[config.mk]
export PLATFORM = sky130hd
export DESIGN_NAME = wcc_ctrl
export DESIGN_NICKNAME = d
export VERILOG_FILES = /design/src/rtl/wcc_pkg.sv /design/src/rtl/wcc_ctrl.sv
export SDC_FILE = /design/constraint.sdc
export NUM_CORES = 1
export LEC_CHECK = 0
export BUFFER_PORTS_ARGS = -buffer_cell sky130_fd_sc_hd__buf_4
export CORE_AREA = 3 3 42 47
export DETAILED_ROUTE_END_ITERATION = 10
export DIE_AREA = 0 0 45 50
export GPL_TIMING_DRIVEN = 0
export PLACE_DENSITY = 0.58
export SETUP_SLACK_MARGIN = 0.3
export SLEW_MARGIN = 15
export SYNTH_ARGS = -nofsm -noshare
export SYNTH_HDL_FRONTEND = slang
export SYNTH_SLANG_ARGS = --single-unit
export TNS_END_PERCENT = 10
[constraint.sdc]
create_clock -name clock -period 2.2 [get_ports clock]
set_input_delay 0.33 -clock clock [delete_from_list [all_inputs] [get_ports clock]]
set_output_delay 0.33 -clock clock [all_outputs]
set_load 0.005 [all_outputs]
[src/rtl/wcc_pkg.sv]
// Shared types and constants of the window correlation coefficient block.
`timescale 1ns / 1ps
`default_nettype none
package wcc_pkg;

   localparam int PIXEL_W        = 16;
   localparam int CFG_W          = 5;
   localparam int COEF_W         = 16;
   localparam int DEF_MAX_WINDOW = 31;
   localparam int DEF_PIXEL_BITS = 16;

   // ratio of squared covariance to variance product, scaled by 2^32, is at most 2^32
   localparam int FRAC_SHIFT = 32;
   localparam int RATIO_W    = FRAC_SHIFT + 1;
   localparam int ROOT_W     = (RATIO_W + 1) / 2;

   localparam logic [CFG_W-1:0]  SIZE_RESET    = 5'd11;
   localparam logic [COEF_W-1:0] Q15_HUNDREDTH = 16'd328;
   localparam logic [COEF_W-1:0] Q15_MAX       = 16'h7FFF;

   typedef enum logic {
      CSR_WIDTH  = 1'b0,
      CSR_HEIGHT = 1'b1
   } csr_index_type;

   typedef struct packed {
      logic [PIXEL_W-1:0] left_pixel;
      logic [PIXEL_W-1:0] right_pixel;
   } req_word_type;

   typedef struct packed {
      logic signed [COEF_W-1:0] coefficient;
      logic                     flat_window;
   } rsp_word_type;

   typedef enum logic [2:0] {
      SEL_NSXX,
      SEL_SXSX,
      SEL_NSYY,
      SEL_SYSY,
      SEL_NSXY,
      SEL_SXSY,
      SEL_VXVY,
      SEL_COV2
   } mul_sel_type;

   typedef struct packed {
      logic        accumulate;
      logic        clear_sums;
      logic        mul_start;
      mul_sel_type mul_sel;
      logic        div_start;
      logic        sqrt_start;
      logic        load_result;
   } wcc_cmd_type;

   typedef struct packed {
      logic last_item;
      logic flat;
      logic mul_done;
      logic div_done;
      logic sqrt_done;
   } wcc_status_type;

endpackage
`default_nettype wire

[src/rtl/wcc_ctrl.sv]
// Controller: handshakes and the sequence of multiply, divide and root steps.
`timescale 1ns / 1ps
`default_nettype none
module wcc_ctrl
   import wcc_pkg::*;
(
   input  wire logic           clock,
   input  wire logic           reset,
   input  wire logic           req_valid,
   output logic                req_stall,
   output logic                rsp_valid,
   input  wire logic           rsp_stall,
   input  wire wcc_status_type status,
   output wcc_cmd_type         cmd
);

   typedef enum logic [2:0] {
      ST_IDLE,
      ST_MUL_GO,
      ST_MUL_WAIT,
      ST_DIV_GO,
      ST_DIV_WAIT,
      ST_SQRT_GO,
      ST_SQRT_WAIT,
      ST_DONE
   } state_type;

   state_type   state_ff;
   mul_sel_type sel_ff, sel_next;
   logic        stall_ff;
   logic        rsp_valid_ff;
   logic        accept, slot_free, skip_cov;

   assign accept    = req_valid && !stall_ff;
   assign slot_free = !rsp_valid_ff || !rsp_stall;
   // a flat window needs no covariance
   assign skip_cov  = (sel_ff == SEL_NSXY) && status.flat;

   always_comb begin
      case (sel_ff)
         SEL_NSXX: sel_next = SEL_SXSX;
         SEL_SXSX: sel_next = SEL_NSYY;
         SEL_NSYY: sel_next = SEL_SYSY;
         SEL_SYSY: sel_next = SEL_NSXY;
         SEL_NSXY: sel_next = SEL_SXSY;
         SEL_SXSY: sel_next = SEL_VXVY;
         SEL_VXVY: sel_next = SEL_COV2;
         default:  sel_next = SEL_NSXX;
      endcase
   end

   always_comb begin
      cmd.accumulate  = accept;
      cmd.mul_start   = (state_ff == ST_MUL_GO) && !skip_cov;
      cmd.mul_sel     = sel_ff;
      cmd.div_start   = state_ff == ST_DIV_GO;
      cmd.sqrt_start  = state_ff == ST_SQRT_GO;
      cmd.load_result = (state_ff == ST_DONE) && slot_free;
      cmd.clear_sums  = cmd.load_result;
   end

   always_ff @(posedge clock) begin
      if (reset) begin
         state_ff     <= ST_IDLE;
         sel_ff       <= SEL_NSXX;
         stall_ff     <= 1'b0;
         rsp_valid_ff <= 1'b0;
      end else begin
         if (cmd.load_result) begin
            rsp_valid_ff <= 1'b1;
         end else if (rsp_valid_ff && !rsp_stall) begin
            rsp_valid_ff <= 1'b0;
         end
         case (state_ff)
            ST_IDLE: begin
               if (accept && status.last_item) begin
                  state_ff <= ST_MUL_GO;
                  sel_ff   <= SEL_NSXX;
                  stall_ff <= 1'b1;
               end
            end
            ST_MUL_GO: begin
               state_ff <= skip_cov ? ST_DONE : ST_MUL_WAIT;
            end
            ST_MUL_WAIT: begin
               if (status.mul_done) begin
                  if (sel_ff == SEL_COV2) begin
                     state_ff <= ST_DIV_GO;
                  end else begin
                     state_ff <= ST_MUL_GO;
                     sel_ff   <= sel_next;
                  end
               end
            end
            ST_DIV_GO:   state_ff <= ST_DIV_WAIT;
            ST_DIV_WAIT: begin
               if (status.div_done) begin
                  state_ff <= ST_SQRT_GO;
               end
            end
            ST_SQRT_GO:  state_ff <= ST_SQRT_WAIT;
            ST_SQRT_WAIT: begin
               if (status.sqrt_done) begin
                  state_ff <= ST_DONE;
               end
            end
            ST_DONE: begin
               if (slot_free) begin
                  state_ff <= ST_IDLE;
                  stall_ff <= 1'b0;
               end
            end
            default: begin
               state_ff <= ST_IDLE;
               stall_ff <= 1'b0;
            end
         endcase
      end
   end

   assign req_stall = stall_ff;
   assign rsp_valid = rsp_valid_ff;

endmodule
`default_nettype wire

=== Word level (Yosys, flattened, before mapping) ===
Cells that the tools add are included.

* Bits in registers: 8
* Input bits: 9
* Output and inout port bits: 11
* Word-level logic and storage cells: 61

* Equal/unequal tests: 20
* Mux-type cells: 18
* Reductions and logical operators: 19

{| class="wikitable"
|+ Operators by type and width
! operator !! number
|-
| $mux W3 || 9
|-
| $eq A3 B3 Y1 const B || 8
|-
| $pmux W3 S8 || 1
|-
| $pmux W3 S7 || 1
|-
| $eq A3 B2 Y1 const B || 4
|-
| $ne A2 B2 Y1 const B || 6
|-
| $eq A3 B1 Y1 const B || 2
|-
| $logic_and A1 B1 Y1 || 6
|-
| $logic_not A3 Y1 || 2
|-
| $pmux W3 S2 || 1
|-
| $reduce_bool A2 Y1 || 3
|-
| $reduce_and A5 Y1 || 1
|-
| $logic_not A1 Y1 || 4
|-
| $mux W1 || 4
|-
| $reduce_and A4 Y1 || 1
|-
| $reduce_and A3 Y1 || 1
|-
| $mux W2 || 1
|-
| $pmux W1 S2 || 1
|-
| $logic_or A1 B1 Y1 || 1
|}

=== Logic depth before layout (Yosys ltp) ===
* Word-level depth: 5
* Gate-level depth with buffers: 4
* Depth with buffers taken out: 3

=== Worst setup path after synthesis ===
OpenSTA, ideal clock, no wires.

* Path type: register -> output
* Start point: reg state_ff[2]
* End point: out cmd[7] (netlist bit)
* Data arrival time: 0.979 ns
* Path slack: 0.891 ns
* Stages on the path, launching flop included: 5
* Cell sequence: dfxtp_1 -> buf_2 -> nand3_1 -> a21oi_1 -> buf_4

{| class="wikitable"
|+ RTL lines
! item !! line !! RTL
|-
| start, declared || wcc_ctrl.sv:28 || <nowiki>state_type state_ff;</nowiki>
|-
| start signal, assigned || wcc_ctrl.sv:83 || <nowiki>state_ff <= skip_cov ? ST_DONE : ST_MUL_WAIT;</nowiki>
|-
| end, declared || wcc_ctrl.sv:14 || <nowiki>output wcc_cmd_type cmd</nowiki>
|}

==> results.toml <==
[cts]
cts.reportedPaths.clkPinSlew_ns = 0.06
clockBufferDepth = 2
ctsRootBufferMaster = "sky130_fd_sc_hd__clkbuf_4"
clock_latency_ns = 0.26
clock_buffers_created_by_tritoncts = 3
ctsHoldBuffers = 0
tritoncts_num_sinks = 8
cts_tree = "yes"
cts-htree-levels = 1
post_cts_resize_count = 0
cts_setup_buffers = 0

[power_and_ir_drop]
power_per_cell_area_mw_per_mm2 = 546
static-leakage-power_uw = 0.000290
vdd_drop_max_mv = 0.393

[sta]
fin_hold_ws_ns = 0.383
max_freq_mhz = 576
final-setup-viol-count = 0
finalCritPeriodShare = 0.789
rsz0062_at_grt = "no"
number_of_failing_hold_endpoints_at_the_final_stage = 0
setup-tns-final_ns = 0
fin_worst_skew_ns = 0.00581
relSlewSlack = 0.802
slew_viol_final = 0
period_needed_ns = 1.74
timing_worst_slew_pin_value_ns = 0.293

[worst_hold_path]
hp-start = "rsp_stall"
timing.hold.worst_endpoint = "rsp_valid"
number_of_instances_on_the_worst_hold_path = 3
hold_class = "input pin to register"

[synth]
synth_seq_area_share = 0.301
post_synth_instance_area_um2 = 532
synthesized_netlist_net_count = 70
synth.top_cells.by_area = "sky130_fd_sc_hd__dfxtp_1, sky130_fd_sc_hd__nand4bb_4, sky130_fd_sc_hd__a31oi_1"
dominantRegCellSynth = "sky130_fd_sc_hd__dfxtp_1"
synth_top_cell_by_area = "sky130_fd_sc_hd__dfxtp_1"
synth_seq_cells = 8
syn-instance-count = 61
synth_edf_count = 0
ys_warn_count = 0
yosysTopAreaCellShare = 0.301
postSynth.asyncResetShare = 0
netlist-cell-type-count = 37
syn_avg_cell_area_um2 = 8.72

[worst_setup_path]
cpPeakStageDelay_ns = 0.49
worst_setup_path_start_kind = "register"
critPathRequiredTime_ns = 1.87
crit_path_cell_trace = "and4bb_2 -> nor4_1 -> buf_4"
timing.rr.end = "state_ff[2]"
worst-r2r-setup-slack_ns = 0.86
critPathCaptureType = "output port"
crit-reg2reg-launch = "sel_ff[0]"
cp.arrival_ns = 1.41
worst_path_maximum_fanout = 10
path_delay_family = "simple AND/OR/NAND/NOR gates"
setup.worst_path.class = "register to output port"
cp.buffers_inverters = 1
timing.critical_path.slowest_stage_cell = "sky130_fd_sc_hd__dfxtp_1"
reg2regPathDepth = 3

[floorplanning]
ios = 20
initial_utilization = 0.337
rows = 15
core_region_area_mm2 = 0.00158
fp.dieH_um = 50
die_w_um = 45
die-area_mm2 = 0.00225

[layout]
layout.cell_area.non_filler_um2 = 714
final_cell_mix = "sky130_fd_sc_hd__buf_4, sky130_fd_sc_hd__dfxtp_1, sky130_fd_sc_hd__nand2_1, sky130_fd_sc_hd__nor2_1"
antenna-diode-count = 0
postLayoutCoreUtil = 0.453
area.growth.synth_to_final_pct = 34.4
final_cells = 99
final_stage_net_count = 93
layout.cells.most_common = "sky130_fd_sc_hd__buf_4"
drive_gt1_frac = 0.378

[outcome]
run_status = "finished clean"

[global_route]
antenna_found_initial = 0
globalRouteOverflowTotal = 0
via_count_of_the_first_global_routing_pass = 481
grt_start_max_net_pins = 11
grt_first_pass_wirelength_um = 2100
grt_util_all_layers = 0.126

[routing]
dr.pass1.iters = 4
wl_per_cell_um = 13.3
vias = 559
route.detailed.drc = 0
wirelength_um = 1310
viasPerCell = 5.65
detailedRoute.firstIterationViolations = 19
ant_nets = 0

[place]
io_buffer_count = 18
gp_congestion = 0.767
detailedPlacementHpwl_um = 958
dp.cells = 96
placed_instance_area_um2 = 688

[job]
max-cap-violations = 0
where the power goes:
| group | internal [uW] | switching (uW) |
|---|---|---|
| logic | 57.8 | 45.0 |
| clock network | 62.7 | 53.8 |
| registers | 154 | 16.5 |
| total | 275 | 115 |
worst register-to-register path, stage by stage, from the launching register on:
cell	delay (ns)
sky130_fd_sc_hd__dfxtp_1	0.49
sky130_fd_sc_hd__and4bb_2	0.31
sky130_fd_sc_hd__o311ai_0	0.28
sky130_fd_sc_hd__a211oi_1	0.12
worst max-delay path by stage:
stage,start,endpoint,slack [ns],cells past startpoint
after floorplan,state_ff[2],cmd[7],0.89,4
after global placement,state_ff[1],cmd[7],0.70,4
after detailed placement,state_ff[2],cmd[7],0.70,5
after CTS,state_ff[2],cmd[7],0.40,5
after global routing,sel_ff[0],cmd[6],0.34,3
final,sel_ff[0],cmd[6],0.46,3
final cells by class:
type,instances,area (um^2)
fill,158,862
multi-input combinational,47,330
sequential,8,160
timing repair buffer,18,135
buffer,5,41.3
clock buffer,3,22.5
tap,17,21.3
inverter,1,3.75
through the flow:
step / worst slack (ns) / total power (uW)
finish: 0.463 / 390
detailed placement: 0.698 / 276
CTS: 0.403 / 394
global placement: 0.698 / 276
global route: 0.344 / 416
floorplan: 0.891 / 236
cells in the mapped netlist, types with 2 or more instances:
master,number
sky130_fd_sc_hd__nor2b_1,2
sky130_fd_sc_hd__nor3b_1,2
sky130_fd_sc_hd__nand3_1,2
sky130_fd_sc_hd__a31oi_1,3
sky130_fd_sc_hd__dfxtp_1,8
sky130_fd_sc_hd__nor2_1,5
sky130_fd_sc_hd__buf_4,2
sky130_fd_sc_hd__and3_1,3
sky130_fd_sc_hd__a21oi_1,2
sky130_fd_sc_hd__nand2_1,5
cell families after synthesis:
logic type / Yosys count / share of synthesized area
flip-flops: 8 / 0.301
AO/OA/AOI/OAI: 16 / 0.219
AND/OR/NAND/NOR: 30 / 0.377
multiplexers: 1 / 0.0188
buffers and inverters: 6 / 0.0847
routing by layer:
metal,track usage,vias up,share of wire
met5,0,-,0
met4,0.0439,0,0.011
met3,0.0657,2,0.076
met2,0.191,23,0.45
met1,0.149,259,0.46
li1,-,275,-
registers in the layout, indices dropped and copies added (netlist names):
name and flops:
rsp_valid 1, sel_ff 3, state_ff 3, req_stall 1
Note: power is estimated with default switching activity, not from simulation.
